$ cat config.mk
export PLATFORM = sky130hd
export DESIGN_NAME = mbe_multiplier
export DESIGN_NICKNAME = d
export VERILOG_FILES = /design/src/sv/mbe_multiplier.sv
export SDC_FILE = /design/constraint.sdc
export NUM_CORES = 2
export LEC_CHECK = 0
export ABC_AREA = 1
export BUFFER_PORTS_ARGS = -buffer_cell sky130_fd_sc_hd__buf_2
export CAP_MARGIN = 20
export CORE_MARGIN = 5
export CORE_UTILIZATION = 55
export CTS_CLUSTER_DIAMETER = 80
export DETAILED_ROUTE_END_ITERATION = 8
export PLACE_DENSITY = 0.75
export SLEW_MARGIN = 40
export SYNTH_ARGS = -nofsm -noshare
export SYNTH_HDL_FRONTEND = slang
export SYNTH_SLANG_ARGS = --single-unit
$ cat constraint.sdc
create_clock -name clock -period 7.8 [get_ports clock]
set_input_delay 0.78 -clock clock [delete_from_list [all_inputs] [get_ports clock]]
set_output_delay 0.78 -clock clock [all_outputs]
set_load 0.005 [all_outputs]
$ cat src/sv/mbe_multiplier.sv
// Registered 34x34 unsigned multiplier.
module mbe_multiplier (
   input  logic        clock,
   input  logic [33:0] op_a,
   input  logic [33:0] op_b,
   output logic [67:0] product
);
   logic [67:0] prod_ff, prod_in;

   assign prod_in = op_a * op_b;

   always_ff @(posedge clock) begin
      prod_ff <= prod_in;
   end

   assign product = prod_ff;
endmodule

==> impl_metrics.xml <==
<?xml version="1.0" encoding="UTF-8"?>
<metrics>
  <group name="global_routing">
    <metric name="global_route_total_overflow" unit="">0</metric>
    <metric name="grt_pass1_vias" unit="">35700</metric>
    <metric name="grt_pass1_wl" unit="mm">186</metric>
    <metric name="grt_start_max_net_pins" unit="">35</metric>
    <metric name="groute.usage.overall" unit="%">28.7</metric>
    <metric name="grt_antenna_before_repair" unit="">7</metric>
  </group>
  <group name="yosys">
    <metric name="synth_seq_area_share" unit="%">3.26</metric>
    <metric name="yosysUniqueCellTypes" unit="">26</metric>
    <metric name="synth_mux_area_share" unit="%">0</metric>
    <metric name="synth_compound_area_share" unit="%">0.552</metric>
    <metric name="synth_fa_ha_area_share" unit="%">57.5</metric>
    <metric name="postSynthNetCount" unit="">6955</metric>
    <metric name="postSynthCellCount" unit="">5582</metric>
    <metric name="synthSimpleGateAreaFrac" unit="%">18.8</metric>
    <metric name="synth-edff-count" unit="">0</metric>
    <metric name="syn_warnings" unit="">0</metric>
    <metric name="syn_avg_cell_area" unit="µm²">7.47</metric>
    <metric name="postSynthRegisterBits" unit="">68</metric>
    <metric name="synth_top_family_by_area" unit="">adder cells</metric>
    <metric name="xor_xnor_fraction_of_synth_area" unit="%">0.756</metric>
    <metric name="syn-cell-area" unit="µm²">41700</metric>
    <metric name="synthArstFlopShare" unit="%">0</metric>
    <metric name="prevailing_post_synth_register_cell" unit="">dfxtp_1</metric>
  </group>
  <group name="clocking">
    <metric name="tritoncts_buffers" unit="">9</metric>
    <metric name="cts.repair.resized" unit="">0</metric>
    <metric name="clock-root-buffer" unit="">clkbuf_16</metric>
    <metric name="post_cts_buffers" unit="">0</metric>
    <metric name="tritoncts_clock_tree" unit="">built</metric>
    <metric name="clock_tree.buffer_depth" unit="">2</metric>
    <metric name="cts.clk_slew.worst_paths" unit="ns">0.06</metric>
    <metric name="h-tree-depth" unit="">3</metric>
    <metric name="cts-hold-fix-buffers" unit="">0</metric>
    <metric name="cts_num_sinks" unit="">68</metric>
  </group>
  <group name="timing">
    <metric name="slew_headroom" unit="%">48.6</metric>
    <metric name="timing.final.crit_period" unit="ns">7.42</metric>
    <metric name="rsz0062_at_grt" unit="">no</metric>
    <metric name="fmax" unit="MHz">135</metric>
    <metric name="setup_tns" unit="ns">0</metric>
    <metric name="layout_worst_path_cycle_share" unit="%">95.1</metric>
    <metric name="tightest_slew" unit="ns">0.770</metric>
    <metric name="timing_hold_violations_final" unit="">0</metric>
    <metric name="setup_viol" unit="">0</metric>
    <metric name="report.final.slew_viol_count" unit="">0</metric>
  </group>
  <group name="drt">
    <metric name="drt_iter0_markers" unit="">2591</metric>
    <metric name="first_pass_iters" unit="">6</metric>
    <metric name="vias" unit="">33300</metric>
    <metric name="detail-route-antenna-nets" unit="">0</metric>
    <metric name="drt-wirelength-per-cell" unit="µm">17.1</metric>
    <metric name="vias_per_cell" unit="">5.07</metric>
    <metric name="route.final.wire_length" unit="mm">112</metric>
    <metric name="post-route-drc-count" unit="">0</metric>
  </group>
  <group name="run_status">
    <metric name="status" unit="">finished clean</metric>
  </group>
  <group name="run">
    <metric name="max-cap-violations" unit="">0</metric>
  </group>
  <group name="placed_design">
    <metric name="place.gp.congestion" unit="">0.982</metric>
    <metric name="port_buffers" unit="">136</metric>
    <metric name="dpl.hpwl" unit="mm">98.6</metric>
  </group>
  <group name="layout">
    <metric name="most-common-layout-cells" unit="">inv_1 (1829), nand2_1 (1767), fa_1 (1020)</metric>
    <metric name="filler_cell_count_in_the_final_layout" unit="">6890</metric>
    <metric name="max_reg_flops" unit="">68</metric>
    <metric name="synthToLayoutAreaGrowth" unit="%">5.10</metric>
    <metric name="final_common_cell" unit="">inv_1</metric>
    <metric name="final_net_count" unit="">6948</metric>
    <metric name="final_layout_size_suffix_gt1_share" unit="%">6.38</metric>
  </group>
  <group name="floorplanning">
    <metric name="chipWidth" unit="µm">285</metric>
    <metric name="design.die.area" unit="µm²">81500</metric>
    <metric name="std_cell_rows" unit="">101</metric>
    <metric name="die-height" unit="µm">285</metric>
    <metric name="ioPinCount" unit="">137</metric>
    <metric name="initial_core_util" unit="%">55.2</metric>
    <metric name="core_region_area" unit="µm²">75600</metric>
  </group>
  <group name="worst_setup_path">
    <metric name="startpoint_type" unit="">input port</metric>
    <metric name="arrival" unit="ns">7.64</metric>
    <metric name="crit_fanout" unit="">17</metric>
    <metric name="critical_path_type" unit="">in -&gt; reg</metric>
    <metric name="cp.required" unit="ns">8.03</metric>
    <metric name="critPathCaptureType" unit="">register</metric>
  </group>
  <group name="hold_path">
    <metric name="hp-class" unit="">in -&gt; reg</metric>
  </group>
</metrics>
## metal layers
| metal | vias up | GRT usage (%) | routed length [µm] |
|---|---|---|---|
| li1 | 15100 | - | - |
| met1 | 16400 | 39.9 | 46600 |
| met2 | 1549 | 44.9 | 50400 |
| met3 | 252 | 7.65 | 11800 |
| met4 | 8 | 8.15 | 3350 |
| met5 | - | 0 | 60 |
## cell families after synthesis
kind of cell	count (synthesis)
flops	68
simple gates	2001
fa+ha+maj	1304
buf+inv	2127
compound gates	46
xor+xnor	36
## worst max-delay path, stage by stage
cell	delay, ns
buf_2	0.41
buf_4	0.38
nand2_1	0.12
fa_1	0.52
inv_1	0.05
fa_1	0.47
fa_1	0.55
inv_1	0.06
fa_1	0.50
inv_1	0.05
fa_1	0.60
fa_1	0.48
fa_1	0.51
inv_1	0.05
fa_1	0.48
inv_1	0.04
ha_1	0.39
nand2_1	0.16
inv_1	0.05
nand2_1	0.06
nand2_1	0.07
a21oi_1	0.26
nand2_1	0.17
a21oi_1	0.21
nand2_1	0.07
nand2_1	0.06
nand2_1	0.08
## path summary, 6_finish.rpt
check / startpoint / endpoint / slack [ns] / cells past startpoint
max: op_a[26] / product[61]$_DFF_P_ / 0.38 / 27
min: op_b[0] / product[0]$_DFF_P_ / 1.01 / 3
## cells in the mapped netlist, types with 2 or more instances
| cell type | count | area [µm²] |
|---|---|---|
| nand2_1 | 1767 | 6630 |
| dfxtp_1 | 68 | 1360 |
| a21oi_1 | 43 | 215 |
| nor3_2 | 6 | 60.1 |
| nor3_1 | 10 | 50.1 |
| nand3_2 | 7 | 70.1 |
| nand3_1 | 53 | 265 |
| clkinv_1 | 6 | 22.5 |
| fa_1 | 1020 | 20400 |
| xnor2_1 | 4 | 35.0 |
| nand2_2 | 24 | 150 |
| nand4_1 | 11 | 68.8 |
| xor2_1 | 32 | 280 |
| clkbuf_1 | 272 | 1020 |
| and2_1 | 2 | 12.5 |
| or2_1 | 2 | 12.5 |
| inv_2 | 20 | 75.1 |
| nor2_1 | 89 | 334 |
| ha_1 | 284 | 3550 |
| inv_1 | 1829 | 6870 |
| nor2_2 | 26 | 163 |
| o21ai_0 | 3 | 15.0 |
## layout make-up
type	instances	area (µm²)	area share [%]
antenna	4	10.0	0.0228
clock buffer	9	225	0.514
clock inverter	7	75.1	0.171
inverter	1855	6960	15.9
multi-input combinational	3387	32400	73.8
sequential	68	1360	3.10
tap	978	1220	2.79
timing repair buffer	254	1620	3.69
## per-stage QoR
step | instance area (µm²) | util, % | hold slack (ns) | instances | worst slack, ns
2_1_floorplan | 41700 | - | 1.06 | 5582 | 0.997
3_3_place_gp | 43500 | 57.6 | 1.16 | 6542 | 0.0885
3_5_place_dp | 43500 | 57.6 | 1.16 | 6542 | 0.154
4_1_cts | 43800 | 58.0 | 0.983 | 6558 | 0.507
5_1_grt | 43800 | 58.0 | 1.03 | 6559 | 0.0879
6_report | 43900 | 58.0 | 1.01 | 6562 | 0.384
Power is left out: the tool's default activity adds up to more than one toggle a clock period on the data nets, which glitch-free logic cannot reach.
