[config.mk]
export PLATFORM = sky130hd
export DESIGN_NAME = mbe_divider
export DESIGN_NICKNAME = d
export VERILOG_FILES = /design/src/sv/mbe_divider.sv
export SDC_FILE = /design/constraint.sdc
export NUM_CORES = 1
export LEC_CHECK = 0
export BUFFER_PORTS_ARGS = -buffer_cell sky130_fd_sc_hd__buf_4
export CORE_MARGIN = 2
export CORE_UTILIZATION = 40
export CTS_CLUSTER_DIAMETER = 30
export DETAILED_ROUTE_END_ITERATION = 10
export GPL_TIMING_DRIVEN = 1
export PLACE_DENSITY_LB_ADDON = 0.05
export RECOVER_POWER = 50
export SYNTH_ARGS = -nofsm -noshare
export SYNTH_HDL_FRONTEND = slang
export SYNTH_SLANG_ARGS = --single-unit
[constraint.sdc]
create_clock -name clock -period 5.5 [get_ports clock]
set_input_delay 1.1 -clock clock [delete_from_list [all_inputs] [get_ports clock]]
set_output_delay 1.1 -clock clock [all_outputs]
set_load 0.03 [all_outputs]
[src/sv/mbe_divider.sv]
// Restoring divider: one quotient bit per cycle.
module mbe_divider #(
   parameter int NUM_BITS = 48,
   parameter int DEN_BITS = 13
) (
   input  logic                clock,
   input  logic                reset,
   input  logic                start,
   input  logic [NUM_BITS-1:0] numerator,
   input  logic [DEN_BITS-1:0] denominator,
   output logic                done,
   output logic [NUM_BITS-1:0] quotient
);
   localparam int CNT_BITS = $clog2(NUM_BITS + 1);

   logic [NUM_BITS-1:0] quo_ff, quo_in;
   logic [DEN_BITS:0]   rem_ff, rem_in;
   logic [DEN_BITS-1:0] den_ff, den_in;
   logic [CNT_BITS-1:0] cnt_ff, cnt_in;
   logic                busy_ff, busy_in;
   logic                done_ff, done_in;
   logic [DEN_BITS:0]   trial;

   always_comb begin
      quo_in  = quo_ff;
      rem_in  = rem_ff;
      den_in  = den_ff;
      cnt_in  = cnt_ff;
      busy_in = busy_ff;
      done_in = 1'b0;
      trial   = {rem_ff[DEN_BITS-1:0], quo_ff[NUM_BITS-1]};
      if (start) begin
         quo_in  = numerator;
         rem_in  = '0;
         den_in  = denominator;
         cnt_in  = CNT_BITS'(NUM_BITS);
         busy_in = 1'b1;
      end else if (busy_ff) begin
         if (trial >= {1'b0, den_ff}) begin
            rem_in = trial - {1'b0, den_ff};
            quo_in = {quo_ff[NUM_BITS-2:0], 1'b1};
         end else begin
            rem_in = trial;
            quo_in = {quo_ff[NUM_BITS-2:0], 1'b0};
         end
         cnt_in = cnt_ff - 1'b1;
         if (cnt_ff == CNT_BITS'(1)) begin
            busy_in = 1'b0;
            done_in = 1'b1;
         end
      end
   end

   always_ff @(posedge clock) begin
      quo_ff <= quo_in;
      rem_ff <= rem_in;
      den_ff <= den_in;
      cnt_ff <= cnt_in;
      if (reset) begin
         busy_ff <= 1'b0;
         done_ff <= 1'b0;
      end else begin
         busy_ff <= busy_in;
         done_ff <= done_in;
      end
   end

   assign done = done_ff;
   assign quotient = quo_ff;
endmodule

==> results of run 1 <==
-- cell usage in the layout (no fill, tap or decap), types with 13 or more instances in the layout --
cell | Yosys | routed
buf_4 | 1 | 51
clkbuf_1 | 6 | 51
clkbuf_4 | 0 | 13
dfxtp_1 | 21 | 21
edfxtp_1 | 61 | 61
ha_1 | 15 | 15
inv_1 | 21 | 20
mux2_2 | 49 | 49
nand2_1 | 25 | 25
nor2_1 | 21 | 21
-- layer usage --
layer	up-vias	GRT usage	part of all wire
met5	-	0	0
met4	0	0.06467	0.017
met3	10	0.05240	0.073
met2	92	0.2502	0.46
met1	1359	0.2073	0.45
li1	1449	-	-
-- cell usage after synthesis, types with 2 or more instances --
cell type	number	area share
edfxtp_1	61	0.45
mux2_2	49	0.14
nand2_1	25	0.023
dfxtp_1	21	0.10
inv_1	21	0.019
nor2_1	21	0.019
ha_1	15	0.046
a21oi_1	11	0.014
o21ai_0	11	0.014
nor3_1	8	0.0099
clkbuf_1	6	0.0056
nand2b_1	6	0.0093
nand3_1	6	0.0074
xnor2_1	6	0.013
a311oi_1	5	0.011
a211oi_1	4	0.0074
buf_1	4	0.0037
nor3b_1	4	0.0074
xor2_1	4	0.0087
a41oi_1	3	0.0065
a211o_1	2	0.0043
a31oi_1	2	0.0031
a41o_1	2	0.0050
and3_1	2	0.0031
clkbuf_2	2	0.0025
nor2b_1	2	0.0031
o21a_1	2	0.0037
o31ai_1	2	0.0037
-- power groups by stage --
stage	Clock (mW)	Combinational (mW)	Sequential [mW]
after global routing	0.473	0.349	0.771
final	0.433	0.318	0.762
after detailed placement	0	0.352	0.777
after floorplan	0	0.153	0.847
after global placement	0	0.348	0.779
after CTS	0.450	0.353	0.765
-- cell type report --
cell class,instances,share of cell area
flip-flops and latches,82,0.4498
inverters,22,0.01649
clock inverters,5,0.01249
multi-input cells,212,0.3291
clock buffers,11,0.02624
repair buffers,113,0.1327
well taps,133,0.03323
-- critical path: cells and delay by family --
family | cells | cell delay, ns
buf+inv | 2 | 1.53
simple gates | 1 | 0.24
-- logic make-up (layout without fill, tap and decap cells) --
group,count (synthesis),in the layout,share of synthesized area
flip-flops,82,82,0.5571
buffers and inverters,36,151,0.03528
XOR/XNOR,10,10,0.02166
multiplexers,50,50,0.1390
AO/OA/AOI/OAI,56,56,0.09904
AND/OR/NAND/NOR,80,80,0.09657
adder cells (fa/ha/maj),16,16,0.05138
-- worst paths after layout --
path / startpoint / end / slack [ns] / cells past startpoint
setup / recovery: start / quotient[1] / 2.55 / 3
hold / removal: cnt_ff[0] / cnt_ff[0] / 0.49 / 2
setup reg to reg: quotient[47] / rem_ff[0] / 2.62 / 10
hold reg to reg: cnt_ff[0] / cnt_ff[0] / 0.49 / 2
-- state kept, by name (all words and copies together), names as in the netlist --
register	count
quotient	48
den_ff	13
rem_ff	13
cnt_ff	6
busy_ff	1
done	1
==> impl_metrics.tcl, run 1 <==
set metrics [dict create \
    status "completed" \
    skew_ns 0.009406 \
    n_fill_cell 939 \
    synthArstFlopShare 0 \
    antenna_left 0 \
    place_ws_ns 2.130 \
    power_frac_seq 0.503 \
    first_pass_iters 4 \
    leakagePower_nw 1.941 \
    total_power_mw 1.514 \
    overflow 0 \
    gr-usage-all-layers 0.1609 \
    clk_path_buf_depth 2 \
    cts_buffers 9 \
    vdd_ir_drop_max_v 0.0001310 \
    worst_pin_slew_ns 1.016 \
    cp_cell_sequence "buf_4, nor2_1, inv_2" \
    fin_area_mm2 0.005007 \
    min_period_over_period 0.5370 \
    die_area_mm2 0.01093 \
    clk_pin_slew_ns 0.09 \
    syn_to_final_growth_pct 23.86 \
    root_buffer "clkbuf_8" \
    post_drt_wl_per_cell_um 14.73 \
    ctsHoldBuffers 0 \
    dp.cells 562 \
    dieHeight_um 104.5 \
    synth_edf_count 61 \
    ys_types 51 \
    antenna_found_initial 0 \
    path_max_fanout 77 \
    post_cts_resized 0 \
    grt_pass1_wl_mm 14.17 \
    boundaryPins 113 \
    startpoint_type "primary input" \
    ys_ff_latch 82 \
    drc 0 \
    crit_type "in2reg" \
    whs_ns 0.4943 \
    synth_warnings 0 \
    max_freq_ghz 0.3386 \
    gp_congestion 0.7644 \
    syn-num-nets 410 \
    syn_inst 330 \
    fp-row-count 36 \
    die_w_um 104.5 \
    start_util 0.4136 \
    final_layout_size_suffix_gt1_frac 0.2966 \
    portBuffers 112 \
    relSlewSlack 0.3216 \
    multi_input_area_mm2 0.001648 \
    dp.final_hpwl_mm 5.901 \
    finalHoldViolations 0 \
    final_util 0.5123 \
    syn_area_mm2 0.004043 \
    grt_max_degree 78 \
    ys.flop_type "edfxtp_1" \
    fin_crit_ns 2.953 \
    intPower_mw 1.069 \
    comb_power_share 0.210 \
    setup_tns_ns 0 \
    numClockSinks 82 \
    rsz0062_at_grt "no" \
    slowest_delay_ns 0.81 \
    sw_frac_of_total 0.2937 \
    cts_tree "built" \
    post-cts-setup-buffers 0 \
    pwr-share-clk 0.286 \
    powerDensity_mw_per_mm2 302.3 \
    final-setup-viol-count 0 \
    postSynthAreaPerCell_um2 12.25 \
    vias 2910 \
    slowest_stage "inv_2" \
    clk_latency_ns 0.35 \
    ys_seq_area_frac 0.5571 \
    seq_area_mm2 0.002252 \
    p_switching_mw 0.4446 \
    vias_per_cell 5.035 \
    design.core.area_mm2 0.009774 \
    first_global_vias 2972 \
    cap_violations 0 \
    layout_setup_ws_ns 2.547 \
    hp-class "reg2reg" \
    htree_num_levels 3 \
    nNetsFinal 520 \
    cp-end-kind "flip-flop" \
    critPathRequiredTime_ns 5.47 \
    placedInstanceArea_mm2 0.004997 \
    slew_viol_final 0 \
    crit_arrival_ns 2.92 \
    drt-total-wl_mm 8.512 \
    antenna_cells 0 \
    drtIter0Drc 142 \
    instances_no_fill 578 \
]
Note: power is estimated with default switching activity, not from simulation.
==> inputs of run 2 (changes only) <==
Clock period 5.5 ns to 2.5 ns, I/O delays scaled along.
==> run 2 against run 1 <==
Sequential power increased by 120%. Critical path depth increased by 7. First-iteration DRC count decreased by 13%. Via count increased by 2.1%. Combinational power increased to 2.6 times the previous value. Clock skew decreased by 0.0035 ns. Final area increased by 7.2%. Sequential share of layout area decreased by 3.0 points.
==> impl_metrics.tcl, run 2 (synthesis results as in run 1) <==
set metrics [dict create \
    grt_max_degree 49 \
    worst_pin_slew_ns 0.5149 \
    nNetsFinal 533 \
    skew_ns 0.005902 \
    first_global_vias 2967 \
    final_common_cell "buf_4" \
    antenna_found_initial 0 \
    first_pass_iters 5 \
    instances_no_fill 591 \
    seq_area_mm2 0.002252 \
    fin_crit_ns 2.384 \
    clk_pin_slew_ns 0.08 \
    placedInstanceArea_mm2 0.005090 \
    htree_num_levels 3 \
    startpoint_type "flip-flop" \
    crit_type "reg2reg" \
    vias_per_cell 5.029 \
    root_buffer "clkbuf_8" \
    final-setup-viol-count 0 \
    final_layout_size_suffix_gt1_frac 0.4454 \
    hp-class "in2reg" \
    cts_tree "built" \
    boundaryPins 113 \
    design.core.area_mm2 0.009774 \
    powerDensity_mw_per_mm2 641.0 \
    multi_input_area_mm2 0.001699 \
    antenna_left 0 \
    finalHoldViolations 0 \
    clk_path_buf_depth 2 \
    die_area_mm2 0.01093 \
    n_fill_cell 867 \
    relSlewSlack 0.6567 \
    gr-usage-all-layers 0.1702 \
    vdd_ir_drop_max_v 0.0003514 \
    fp-row-count 36 \
    path_max_fanout 3 \
    start_util 0.4136 \
    gp_congestion 0.7898 \
    post_drt_wl_per_cell_um 15.43 \
    largest_reg_flops 48 \
    vias 2972 \
    crit_arrival_ns 2.65 \
    leakagePower_nw 2.196 \
    dieHeight_um 104.5 \
    slew_viol_final 0 \
    rsz0062_at_grt "yes" \
    dp.cells 571 \
    ctsHoldBuffers 0 \
    clk_latency_ns 0.35 \
    drt-total-wl_mm 9.122 \
    syn_to_final_growth_pct 32.78 \
    drc 0 \
    cts_buffers 9 \
    critPathRequiredTime_ns 2.77 \
    portBuffers 112 \
    overflow 0 \
    cap_violations 0 \
    max_freq_ghz 0.4195 \
    min_period_over_period 0.9536 \
    antenna_cells 0 \
    grt_pass1_wl_mm 14.78 \
    fin_area_mm2 0.005368 \
    die_w_um 104.5 \
    dp.final_hpwl_mm 6.396 \
    cp-end-kind "flip-flop" \
    status "completed" \
    numClockSinks 82 \
    layout_common_cells "buf_4, edfxtp_1, mux2_2" \
    drtIter0Drc 124 \
]
==> run 2: cell count changes in the layout (fill, tap and decap cells not counted), moves of 2 or more <==
cell and change:
buf_4 +57, clkbuf_1 -49, buf_6 +3, ha_1 -3, a211oi_1 -2, a211oi_2 +2
a21oi_1 -2, a21oi_2 +2, buf_12 +2, clkinv_1 +2, ha_2 +2, inv_1 -2
inv_2 +2
==> run 2: area by class of cell <==
cell class / instances / share of cell area
tap: 133 / 0.03100
timing repair buffer: 126 / 0.1830
clock buffer: 11 / 0.02448
sequential: 82 / 0.4196
inverter: 22 / 0.01538
multi-input combinational: 212 / 0.3166
clock inverter: 5 / 0.01002
==> run 2: metal layers <==
layer	share of wire	GRT usage	vias up
met4	0.014	0.05502	0
met2	0.47	0.2638	79
met5	0	0	-
li1	-	-	1474
met1	0.44	0.2218	1407
met3	0.069	0.06176	12
==> run 2: what timing repair did <==
action | CTS | global route
buffers inserted | 1 | 3
pin swaps | 2 | 7
endpoints found under the hold margin | 0 | 0
setup endpoints to repair | 1 | 14
cloned | 0 | 0
gates resized for setup | 0 | 19
==> run 2: critical path: stages (launching register included) <==
cell,delay (ns)
edfxtp_1,0.40
inv_2,0.09
ha_4,0.13
inv_2,0.04
fa_2,0.38
a211oi_2,0.20
nor3_1,0.06
o21ai_1,0.20
a41o_1,0.30
mux2_4,0.32
a211oi_2,0.18
==> run 2: through the flow <==
step / setup slack (ns) / setup TNS (ns) / power (mW) / utilization / hold slack [ns]
6_report: 0.1159 / 0 / 3.441 / 0.5492 / 0.3063
5_1_grt: -0.01346 / -0.01346 / 3.617 / 0.5492 / 0.2837
4_1_cts: 0.003893 / 0 / 3.458 / 0.5405 / 0.2870
3_5_place_dp: 0.01506 / 0 / 2.505 / 0.5207 / 0.4901
3_3_place_gp: 0.1071 / 0 / 2.496 / 0.5207 / 0.4788
2_1_floorplan: 0.001101 / 0 / 2.199 / - / 0.4531
==> run 2: path summary, 6_finish.rpt <==
path	cells past startpoint	endpoint	slack, ns	startpoint
worst min-delay path	2	busy_ff	0.31	reset
worst max-delay path	10	rem_ff[0]	0.12	quotient[47]
worst max register to register	10	rem_ff[0]	0.12	quotient[47]
worst min register to register	2	rem_ff[5]	0.50	rem_ff[4]
==> run 2: power by group <==
part	total (mW)	internal, mW	switching, mW
combinational	0.818	0.376	0.443
clock	0.942	0.460	0.482
sequential	1.68	1.61	0.0719
